--- config.mk ---
export PLATFORM = sky130hd
export DESIGN_NAME = kmp_cell
export DESIGN_NICKNAME = d
export VERILOG_FILES = /design/src/rtl/kmp_pkg.sv /design/src/rtl/kmp_cell.sv
export SDC_FILE = /design/constraint.sdc
export NUM_CORES = 1
export LEC_CHECK = 0
export ABC_AREA = 1
export BUFFER_PORTS_ARGS = -buffer_cell sky130_fd_sc_hd__buf_2
export CAP_MARGIN = 5
export CORE_UTILIZATION = 40
export CTS_CLUSTER_DIAMETER = 200
export DETAILED_ROUTE_END_ITERATION = 8
export GPL_TIMING_DRIVEN = 0
export HOLD_SLACK_MARGIN = 0.15
export PLACE_DENSITY = 0.66
export SLEW_MARGIN = 20
export SYNTH_ARGS = -nofsm -noshare
export SYNTH_HDL_FRONTEND = slang
export SYNTH_SLANG_ARGS = --single-unit
--- constraint.sdc ---
create_clock -name clk_i -period 3 [get_ports clk_i]
set_input_delay 0.15 -clock clk_i [delete_from_list [all_inputs] [get_ports clk_i]]
set_output_delay 0.15 -clock clk_i [all_outputs]
set_load 0.005 [all_outputs]
--- src/rtl/kmp_pkg.sv ---
`timescale 1ns / 1ps
// ----------------------------------------------------------------------------
// kmp_pkg
// Shared types and constants of the stream matcher: action codes, symbol
// width and the control word broadcast to every cell of the row.
// ----------------------------------------------------------------------------
package kmp_pkg;

  // symbol width, fixed by the beat format
  localparam int unsigned SymW = 32;

  // action codes of an input beat
  typedef enum logic [1:0] {
    ACT_CLEAR   = 2'd0,
    ACT_PATTERN = 2'd1,
    ACT_TEXT    = 2'd2
  } kmp_action_e;

  // per-beat control seen by all cells, already qualified by the fire strobe
  typedef struct packed {
    logic clear;
    logic append;
    logic text;
  } kmp_cell_ctrl_t;

endpackage

--- src/rtl/kmp_cell.sv ---
`timescale 1ns / 1ps
// ----------------------------------------------------------------------------
// kmp_cell
// One pattern position: holds its symbol, an occupied bit and the partial
// match bit that says the pattern prefix ending here is a suffix of the text.
// The match bit moves one cell up the row on every text beat.
// ----------------------------------------------------------------------------
module kmp_cell
  import kmp_pkg::*;
(
  input  logic            clk_i,
  input  logic            rst_ni,
  input  kmp_cell_ctrl_t  ctrl_i,
  input  logic [SymW-1:0] sym_i,
  input  logic            prev_occ_i,
  input  logic            prev_hit_i,
  input  logic            next_occ_i,
  output logic            occ_o,
  output logic            hit_o,
  output logic            match_o
);

  logic [SymW-1:0] sym_q;
  logic            occ_q, occ_d;
  logic            hit_q, hit_d;
  logic            step;

  // prefix extends through this position on the current symbol
  assign step = prev_hit_i & occ_q & (sym_q == sym_i);

  // full occurrence when this is the last occupied cell
  assign match_o = ctrl_i.text & step & ~next_occ_i;

  // next occupied and partial match bits
  always_comb begin
    occ_d = occ_q;
    hit_d = hit_q;
    if (ctrl_i.clear) begin
      occ_d = 1'b0;
      hit_d = 1'b0;
    end else if (ctrl_i.append) begin
      if (prev_occ_i & ~occ_q) begin
        occ_d = 1'b1;
      end
    end else if (ctrl_i.text) begin
      // the last cell falls back: a full match leaves no partial bit here
      hit_d = step & next_occ_i;
    end
  end

  // control state
  always_ff @(posedge clk_i or negedge rst_ni) begin
    if (!rst_ni) begin
      occ_q <= 1'b0;
      hit_q <= 1'b0;
    end else begin
      occ_q <= occ_d;
      hit_q <= hit_d;
    end
  end

  // symbol store, written once when the cell is taken
  always_ff @(posedge clk_i) begin
    if (ctrl_i.append & prev_occ_i & ~occ_q) begin
      sym_q <= sym_i;
    end
  end

  assign occ_o = occ_q;
  assign hit_o = hit_q;

endmodule
==> summary.md, run 1 <==
| Metric | Value |
|---|---|
| Adder-cell area share of the yosys netlist | `0%` |
| Die area | `5060 um2` |
| Post-synth net total | `296` |
| Critical path class | `in -> out` |
| Minimum clock period | `1.82 ns` |
| Total Routing Usage GR | `18.3%` |
| CTS Hold Buffers Added | `34` |
| Core Box Area | `4470 um2` |
| Hpwl dp | `3110 um` |
| Power per cell area | `406 nW/um2` |
| Area of placed instances | `2220 um2` |
| Crit-path max FO | `3` |
| H-tree level count | `2` |
| CP Capture Type | `output port` |
| CP peak stage delay | `0.54 ns` |
| Antenna Cells | `0` |
| Met3 Use GR | `4.70%` |
| Row Count | `24` |
| Skew final | `0.00423 ns` |
| Reg2Reg Launch Point | `occ_o` |
| WL/cell | `10.8 um` |
| Psw | `265 uW` |
| First-pass GRT wire length | `7020 um` |
| RePlAce Congestion | `0.799` |
| Internal power | `813 uW` |
| Outcome | `finished, violations left` |
| Post-synthesis cell area | `1910 um2` |
| Boundary pin count | `43` |
| Initial core utilization | `42.8%` |
| Failing checks | `DRC` |
| Clock tree root driver cell | `clkbuf_8` |
| Complex-gate fraction of the synthesized area | `1.05%` |
| Crit path buf inv count | `3` |
| DRT iter0 DRCs | `90` |
| CP dominant cell by count | `nand2_1` |
| Mux share of post-synthesis cell area | `0%` |
| CTS tree | `yes` |
| Skew-Pair Late Insertion Delay | `0.29 ns` |
| Drt drc | `2` |
| Pre-antenna DRT Iters | `6` |
| Ys Warns | `0` |
| Routing usage on met2 | `29.0%` |
| Met1 Use GR | `24.0%` |
| Fillers | `418` |
| Final-report hold violation count | `0` |
| Via density | `4.48` |
| CTS Buffer Depth | `2` |
| Number of clock buffers inserted by TritonCTS | `5` |
| Slew @ Worst Pin | `0.435 ns` |
| Worst R2R Path Depth | `2` |
| WL final | `4260 um` |
| WP depth | `10` |
| Initial antenna violation count | `0` |
| Worst setup SP type | `input port` |
| Die H | `71.2 um` |
| Layout Nets | `380` |
| Reg2reg setup slack | `1.64 ns` |
| Main combinational cell family by area after synthesis | `simple AND/OR/NAND/NOR gates` |
| Die W | `71.2 um` |
| VDD IR-drop max | `0.244 mV` |
| Final period util | `60.6%` |
| Worst-path clk slew | `0.07 ns` |
| RSZ-0062 raised after global routing | `false` |
| Clock share of power | `32.8%` |
| Synthesized area per cell | `7.47 um2` |
| Seq pwr share | `51.3%` |
| Total power | `1.08 mW` |
| Worst path top cell family by delay | `buffers and inverters` |
| Worst EP arrival | `1.67 ns` |
| Sequential share of the synthesized area | `52.8%` |
| Clock Sinks | `34` |
| Endpoints failing setup | `0` |
| IO Port Bufs | `42` |
| Post_cts resized | `0` |
| Leakage | `1.39 nW` |
| Post CTS Setup Buffer Count | `0` |
| Worst path slowest cell | `dlygate4sd3_1` |
| Switching Share | `24.6%` |
| Simple-Gate Fraction of Synth Area | `32.8%` |
| Count of cell types in the netlist | `14` |
| Crit path from | `sym_i[7]` |
| F_max | `550 MHz` |
| GRT overflow | `0` |
| Slew Limit Fails | `0` |
| Worst r2r dst | `sym_q[21]` |
| Gr busiest metal | `met2` |
| Req. time, crit path | `2.85 ns` |
| Area growth, synth to finish | `38.8%` |
| Comb pwr share | `15.8%` |
| Vias in the first global route | `1,627` |
| Min-delay worst type | `in -> async` |
| Post-synthesis cell count | `256` |
| MaxCap Viol Count | `0` |
| Layout cells sized above 1 | `15.5%` |
| Post-route ant nets | `0` |
| Fin Setup TNS | `0 ns` |
| Vias | `1,760` |
| Yosys reg bits | `34` |
| Slew HR | `70.9%` |
| Worst path cell trace | `dlygate4sd3_1 > buf_2 > nand2_1 > nand2_1 > nor2_1 > nand2_1 > nor2_1 > nand3_1 > nor3_1 > buf_2` |
| Finished layout cell area | `2660 um2` |
| Post-Synth XOR/XNOR Area | `2.29%` |
| Largest net degree at the start of global routing | `22` |
| CP endpoint | `match_o` |
power groups by stage:
stage | clock, mW | combinational [mW] | sequential (mW)
finish | 0.354 | 0.171 | 0.553
global route | 0.384 | 0.194 | 0.555
CTS | 0.362 | 0.171 | 0.553
detailed placement | 0 | 0.137 | 0.563
global placement | 0 | 0.128 | 0.563
floorplan | 0 | 0.0760 | 0.562
cell usage in the layout (no fill, tap or decap), drive strengths merged, types with 5 or more instances in the layout:
master / n
buf: 43
clkbuf: 7
dlygate4sd3: 34
edfxtp: 32
inv: 56
nand2: 102
nand3: 5
nand4: 7
nor2: 37
area by class of cell:
type	instances	area, um2	share of cell area [%]
Inverter	56	210	7.92
Clock inverter	1	5.00	0.189
Multi-Input combinational cell	166	699	26.3
Tap cell	52	65.1	2.45
Clock buffer	7	86.3	3.25
Sequential cell	34	1010	38.1
Timing Repair Buffer	77	578	21.8
worst min-delay path by stage:
stage | start | end | slack [ns] | cells past startpoint
after floorplan | rst_ni | hit_o | -0.15 | 0
after global placement | rst_ni | hit_o | -0.06 | 1
after detailed placement | rst_ni | hit_o | -0.06 | 1
after CTS | rst_ni | hit_o | 0.16 | 2
after global routing | rst_ni | occ_o | 0.15 | 2
final | rst_ni | occ_o | 0.16 | 2
state kept, by name, summed over array words and instances, names as in the netlist:
register / count
occ_o: 1
sym_q: 32
hit_o: 1
through the flow:
step	hold slack [ns]	setup slack, ns	cells	util (%)
2_1_floorplan	-0.146	0.796	256	-
3_3_place_gp	-0.0612	0.142	350	48.9
3_5_place_dp	-0.0615	1.63	351	49.7
4_1_cts	0.158	1.19	393	59.3
5_1_grt	0.154	1.03	393	59.3
6_report	0.164	1.18	393	59.3
Yosys cell counts, drive strengths merged:
library cell | n | area (um2)
nor3 | 2 | 10.0
edfxtp | 32 | 961
nand3 | 5 | 25.0
xnor2 | 3 | 26.3
a21oi | 3 | 15.0
o21ai | 1 | 5.00
nand3b | 2 | 15.0
nand4 | 7 | 43.8
nor2 | 37 | 139
xor2 | 2 | 17.5
or2 | 2 | 12.5
nand2 | 102 | 383
dfrtp | 2 | 50.1
inv | 56 | 210
routing by layer:
metal  part of all wire (%)  routed length [um]  up-vias
li1                       -                   -      944
met1                     47                2010      763
met2                     46                1950       44
met3                    5.0                 211        9
met4                    1.9                  81        0
met5                      0                   0        -
cell families after synthesis:
logic type	after synthesis
compound gates	4
simple gates	157
buf+inv	56
xor+xnor	5
flops	34
Note: power is estimated with default switching activity, not from simulation.
==> run 2, diff against run 1 <==
PLACE_DENSITY = 0.68   (was 0.66)
clock period = 1.5 ns   (was 3 ns; I/O delays follow)
==> run 2 against run 1 <==
  * The flow finishes with violations (DRC, setup timing)
  * Non-clock buffer count grew 3
  * Via count grew 2.4%
  * Combinational power grew 100%
  * Power grew 94%
  * Sequential cell count is the same
  * Highest routed layer unchanged
==> summary.md, run 2 (same netlist as run 1, synthesis figures left out) <==
| Metric | Value |
|---|---|
| Final period util | `110%` |
| H-tree level count | `2 (unchanged)` |
| WL final | `4320 um (+1.4%)` |
| Pre-antenna DRT Iters | `8 (+2)` |
| Commonest non-fill, non-tap cell in the layout | `nand2_1` |
| Switching Share | `24.7% (+0.11 points)` |
| Number of clock buffers inserted by TritonCTS | `5 (unchanged)` |
| VDD IR-drop max | `0.403 mV (+65%)` |
| Leakage | `1.39 nW (about the same)` |
| Slew @ Worst Pin | `0.964 ns (+0.529 ns)` |
| Comb pwr share | `16.6% (+0.8 points)` |
| CTS tree | `yes` |
| First-pass GRT wire length | `7350 um (+4.6%)` |
| Min-delay worst type | `in -> reg` |
| Crit path buf inv count | `2 (-1)` |
| Minimum clock period | `1.64 ns` |
| Die area | `5060 um2 (unchanged)` |
| Reg2Reg Launch Point | `occ_o` |
| Outcome | `finished, violations left` |
| Internal power | `1.58 mW (+94%)` |
| CTS Buffer Depth | `2 (unchanged)` |
| Row Count | `24 (unchanged)` |
| Layout cells sized above 1 | `17.8% (+2.2 points)` |
| Total Routing Usage GR | `18.8% (+0.48 points)` |
| Clock share of power | `30.5% (-2.3 points)` |
| Slew Limit Fails | `0 (unchanged)` |
| Final Worst Setup Slack | `-0.143 ns (-1.32 ns)` |
| Worst EP arrival | `1.57 ns (-0.10 ns)` |
| Layout Nets | `383 (+0.79%)` |
| Critical path class | `reg -> out` |
| Slew HR | `35.6% (-35 points)` |
| Endpoints failing setup | `33 (+33)` |
| Area of placed instances | `2200 um2 (-1.2%)` |
| Core Box Area | `4470 um2 (unchanged)` |
| GRT overflow | `0 (unchanged)` |
| Crit path from | `sym_q[11]` |
| Worst path cell trace | `inv_1 > nand2_1 > nand2_1 > nor2_1 > nand2_1 > nor2_1 > nand3_1 > nor3_2 > buf_2` |
| Hpwl dp | `3010 um (-3.4%)` |
| Final-report hold violation count | `0 (unchanged)` |
| Vias | `1,802 (+2.4%)` |
| Vias in the first global route | `1,733 (+6.5%)` |
| Psw | `517 uW (+95%)` |
| Fillers | `427 (+2.2%)` |
| Footprint of the multi-input gates | `727 um2 (+3.9%)` |
| IO Port Bufs | `42 (unchanged)` |
| Worst path slowest cell | `edfxtp_1` |
| Die W | `71.2 um (unchanged)` |
| Failing checks | `DRC, setup timing` |
| RePlAce Congestion | `0.820 (+2.6%)` |
| CP peak stage delay | `0.37 ns (-0.17 ns)` |
| Total power | `2.10 mW (+94%)` |
| Worst setup SP type | `flop` |
| CP Capture Type | `output port` |
| Antenna Cells | `0 (unchanged)` |
| MaxCap Viol Count | `0 (unchanged)` |
| WL/cell | `10.9 um (+0.92%)` |
| RSZ-0062 raised after global routing | `true` |
| Flip-flop and latch area | `1010 um2 (unchanged)` |
| Boundary pin count | `43 (unchanged)` |
| DRT iter0 DRCs | `114 (+27%)` |
| Post-route ant nets | `0 (unchanged)` |
| Power per cell area | `783 nW/um2 (+93%)` |
| CP dominant cell by count | `nand2_1` |
| Commonest non-fill, non-tap cells in the layout | `93 x nand2_1, 56 x inv_1, 42 x buf_2` |
| Initial core utilization | `42.8% (unchanged)` |
| Clock tree root driver cell | `clkbuf_8` |
| Crit-path max FO | `2 (-1)` |
| Area growth, synth to finish | `40.0%` |
| Seq pwr share | `52.9% (+1.6 points)` |
| Skew final | `0.00473 ns (+0.000507 ns)` |
| Req. time, crit path | `1.42 ns (-1.43 ns)` |
| Worst path top cell family by delay | `simple AND/OR/NAND/NOR gates` |
| Via density | `4.56 (+1.9%)` |
| Initial antenna violation count | `0 (unchanged)` |
| Largest net degree at the start of global routing | `33 (+50%)` |
| Max reg flops | `32 (unchanged)` |
| Largest Register | `sym_q` |
| Clock Sinks | `34 (unchanged)` |
| Die H | `71.2 um (unchanged)` |
| Min-delay src | `ctrl_i[1]` |
| Skew-Pair Late Insertion Delay | `0.28 ns (about the same)` |
| Drt drc | `3 (+1)` |
| Finished layout cell area | `2680 um2 (+0.85%)` |
| Worst-path clk slew | `0.07 ns (about the same)` |
| F_max | `609 MHz` |
## run 2: power groups by stage
stage / clock, mW / combinational, mW / sequential, mW
6_report: 0.640 / 0.347 / 1.11
5_1_grt: 0.684 / 0.394 / 1.11
4_1_cts: 0.654 / 0.343 / 1.11
3_5_place_dp: 0 / 0.263 / 1.13
3_3_place_gp: 0 / 0.258 / 1.13
2_1_floorplan: 0 / 0.154 / 1.12
## run 2: worst paths after layout
kind	slack, ns	endpoint	depth (start not counted)
worst max-delay path	-0.14	match_o	9
worst min-delay path	0.16	hit_o	5
worst max register to register	-0.06	sym_q[12]	1
worst min register to register	0.54	hit_o	2
max in group asynchronous	0.74	occ_o	3
min in group asynchronous	0.64	hit_o	3
## run 2: cell type report
cell class              count  share of cell area (%)
inverters                  56                    7.85
clock buffers               7                    2.85
repair buffers             80                    22.0
well taps                  52                    2.43
flip-flops and latches     34                    37.8
multi-input cells         166                    27.1
## run 2: repair_timing
item	4_1_cts	5_1_grt
hold buffers	37	0
setup buffers	1	0
gates resized for setup	2	8
setup endpoints to repair	33	33
pin swaps	3	2
endpoints found under the hold margin	36	0
## run 2: stage by stage
step / worst slack (ns) / instances / hold slack [ns] / utilization [%] / TNS (ns)
after floorplan: 0.159 / 256 / -0.221 / - / 0
after global placement: -0.0585 / 350 / -0.137 / 49.1 / -1.84
after detailed placement: -0.0647 / 350 / -0.135 / 49.1 / -2.03
after CTS: -0.0935 / 395 / 0.152 / 59.4 / -1.69
after global routing: -0.226 / 395 / 0.187 / 59.8 / -4.35
final: -0.143 / 395 / 0.156 / 59.8 / -1.94
## run 2: metal layers
layer / up-vias / global-route usage (%) / part of all wire, %
met4: 0 / 9.56 / 2.5
li1: 954 / - / -
met1: 795 / 25.2 / 47
met2: 43 / 29.4 / 45
met5: - / 0 / 0
met3: 10 / 3.28 / 5.0
==> run 3, diff against run 2 <==
REMOVE_ABC_BUFFERS = 1   (was unset)
==> run 3 against run 2 <==
  * The run still ends with DRC, setup timing left
  * Critical path type unchanged
  * Clock power grew 67%
  * Critical endpoint unchanged
  * Sequential share of layout area shrank 1.7 points
  * Register-to-register slack gained 0.25 ns
  * Worst setup slack gained 0.023 ns
  * Wire length grew 3.6%
  * Utilization grew 2.8 points
  * First-iteration DRC count shrank 15%
  * Non-clock buffer count grew 6
  * Cell area grew 4.7%
==> summary.md, run 3 (same netlist as run 1, synthesis figures left out) <==
| Metric | Value |
|---|---|
| Final period util | `108% (-1.5 points)` |
| Clock Sinks | `34 (unchanged)` |
| F_max | `617 MHz (+1.4%)` |
| Via density | `4.50 (-1.3%)` |
| Pre-antenna DRT Iters | `6 (-2)` |
| Worst-path clk slew | `0.08 ns (about the same)` |
| Skew-Pair Late Insertion Delay | `0.29 ns (about the same)` |
| Routing usage on met2 | `33.7% (+4.2 points)` |
| Row Count | `24 (unchanged)` |
| Outcome | `finished, violations left` |
| Vias in the first global route | `1,830 (+5.6%)` |
| Clock tree root driver cell | `clkbuf_8` |
| Antenna Cells | `0 (unchanged)` |
| Final-report hold violation count | `0 (unchanged)` |
| Slew Limit Fails | `0 (unchanged)` |
| Hpwl dp | `3160 um (+5.1%)` |
| GRT overflow | `0 (unchanged)` |
| Minimum clock period | `1.62 ns (-0.0231 ns)` |
| Post-route ant nets | `0 (unchanged)` |
| CTS Buffer Depth | `2 (unchanged)` |
| Die W | `71.2 um (unchanged)` |
| Layout Nets | `389 (+1.6%)` |
| Commonest non-fill, non-tap cells in the layout | `102 x nand2_1, 56 x inv_1, 42 x buf_2` |
| Final Util | `62.7% (+2.8 points)` |
| Worst EP arrival | `1.54 ns (-0.03 ns)` |
| First-pass GRT wire length | `7880 um (+7.2%)` |
| Gr busiest metal | `met2` |
| Initial antenna violation count | `0 (unchanged)` |
| CTS tree | `yes` |
| CP Capture Type | `output port` |
| Met1 Use GR | `25.9% (+0.69 points)` |
| Slew HR | `85.6% (+50 points)` |
| IO Port Bufs | `42 (unchanged)` |
| Critical path class | `reg -> out` |
| DRT iter0 DRCs | `97 (-15%)` |
| Failing checks | `DRC, setup timing` |
| Largest Register | `sym_q` |
| Slew @ Worst Pin | `0.214 ns (-0.750 ns)` |
| Initial core utilization | `42.8% (unchanged)` |
| Crit-path max FO | `2 (unchanged)` |
| Number of clock buffers inserted by TritonCTS | `5 (unchanged)` |
| RePlAce Congestion | `0.810 (-1.2%)` |
| WL final | `4470 um (+3.6%)` |
| Skew final | `0.00679 ns (+0.00205 ns)` |
| Boundary pin count | `43 (unchanged)` |
| Die H | `71.2 um (unchanged)` |
| Core Box Area | `4470 um2 (unchanged)` |
| Layout cells sized above 1 | `16.9% (-0.93 points)` |
| Largest net degree at the start of global routing | `19 (-42%)` |
| Vias | `1,811 (+0.50%)` |
| RSZ-0062 raised after global routing | `true` |
| Drt drc | `3 (unchanged)` |
| WL/cell | `11.1 um (+1.8%)` |
| Power per cell area | `908 nW/um2 (+16%)` |
| Met3 Use GR | `3.99% (+0.71 points)` |
| MaxCap Viol Count | `0 (unchanged)` |
| Max reg flops | `32 (unchanged)` |
| Die area | `5060 um2 (unchanged)` |
| Area growth, synth to finish | `46.6%` |
| VDD IR-drop max | `0.518 mV (+29%)` |
| Min-delay worst type | `in -> reg` |
| Final Worst Setup Slack | `-0.120 ns (+0.0231 ns)` |
| Fin Setup TNS | `-0.120 ns (+1.82 ns)` |
| Leakage | `1.46 nW (+5.0%)` |
| Total Routing Usage GR | `20.1% (+1.3 points)` |
| Endpoints failing setup | `1 (-97%)` |
| Req. time, crit path | `1.42 ns (about the same)` |
| H-tree level count | `2 (unchanged)` |
| Commonest non-fill, non-tap cell in the layout | `nand2_1` |
| Worst setup SP type | `flop` |
[run 3: cell count changes in the layout (fill, tap and decap cells not counted), sizes merged]
cell | before | now
dlygate4sd3 | 37 | 39
clkbuf | 7 | 6
buf | 43 | 47
bufinv | 0 | 2
[run 3: metal layers]
| layer | routed length [um] | up-vias |
|---|---|---|
| met2 | 2120 | 36 |
| met5 | 0 | - |
| met3 | 143 | 8 |
| met1 | 2120 | 799 |
| met4 | 89 | 0 |
| li1 | - | 968 |
[run 3: repair_timing]
item | in CTS | in global routing
endpoints found under the setup margin | 1 | 19
setup buffers | 1 | 3
cloned | 0 | 0
hold buffers | 39 | 0
hold endpoints to repair | 36 | 0
pin swaps | 1 | 1
resized for setup | 1 | 0
[run 3: metrics by stage]
stage / std cells / hold WS [ns] / cell area, um2 / power (mW) / setup slack [ns]
global placement: 350 / -0.137 / 2190 / 1.38 / -1.33
detailed placement: 351 / -0.136 / 2220 / 1.40 / 0.0582
floorplan: 256 / -0.221 / 1910 / 1.28 / -0.704
finish: 402 / 0.170 / 2800 / 2.55 / -0.120
CTS: 399 / 0.159 / 2770 / 2.55 / -0.113
global route: 402 / 0.210 / 2800 / 2.65 / -0.222
[run 3: final timing paths]
kind	from	end	slack, ns	depth (start not counted)
worst max-delay path	sym_q[13]	match_o	-0.12	8
worst min-delay path	ctrl_i[1]	hit_o	0.17	6
worst max register to register	occ_o	occ_o	0.19	4
worst min register to register	hit_o	hit_o	0.53	2
max in group asynchronous	rst_ni	hit_o	0.75	3
min in group asynchronous	rst_ni	occ_o	0.62	3
[run 3: report_power, final]
part / switching, mW / internal, mW / leakage [nW]
registers: 0.0186 / 1.09 / 0.325
clock network: 0.362 / 0.709 / 0.0714
logic: 0.182 / 0.190 / 1.06
total: 0.563 / 1.98 / 1.46
[run 3: final cells by class]
class                   count  area (um2)
clock buffers               6        82.6
well taps                  52        65.1
multi-input cells         166         704
clock inverters             2        60.1
flip-flops and latches     34        1010
inverters                  56         210
repair buffers             86         671
fillers                   395        1670
[run 3: critical path, cell delays in order, from the launching register on]
cell      delay [ns]
edfxtp_1        0.41
nand2_1         0.11
nand2_1         0.06
nor2_1          0.09
nand2_1         0.06
nor2_1          0.12
nand3_1         0.11
nor3_2          0.14
buf_2           0.14
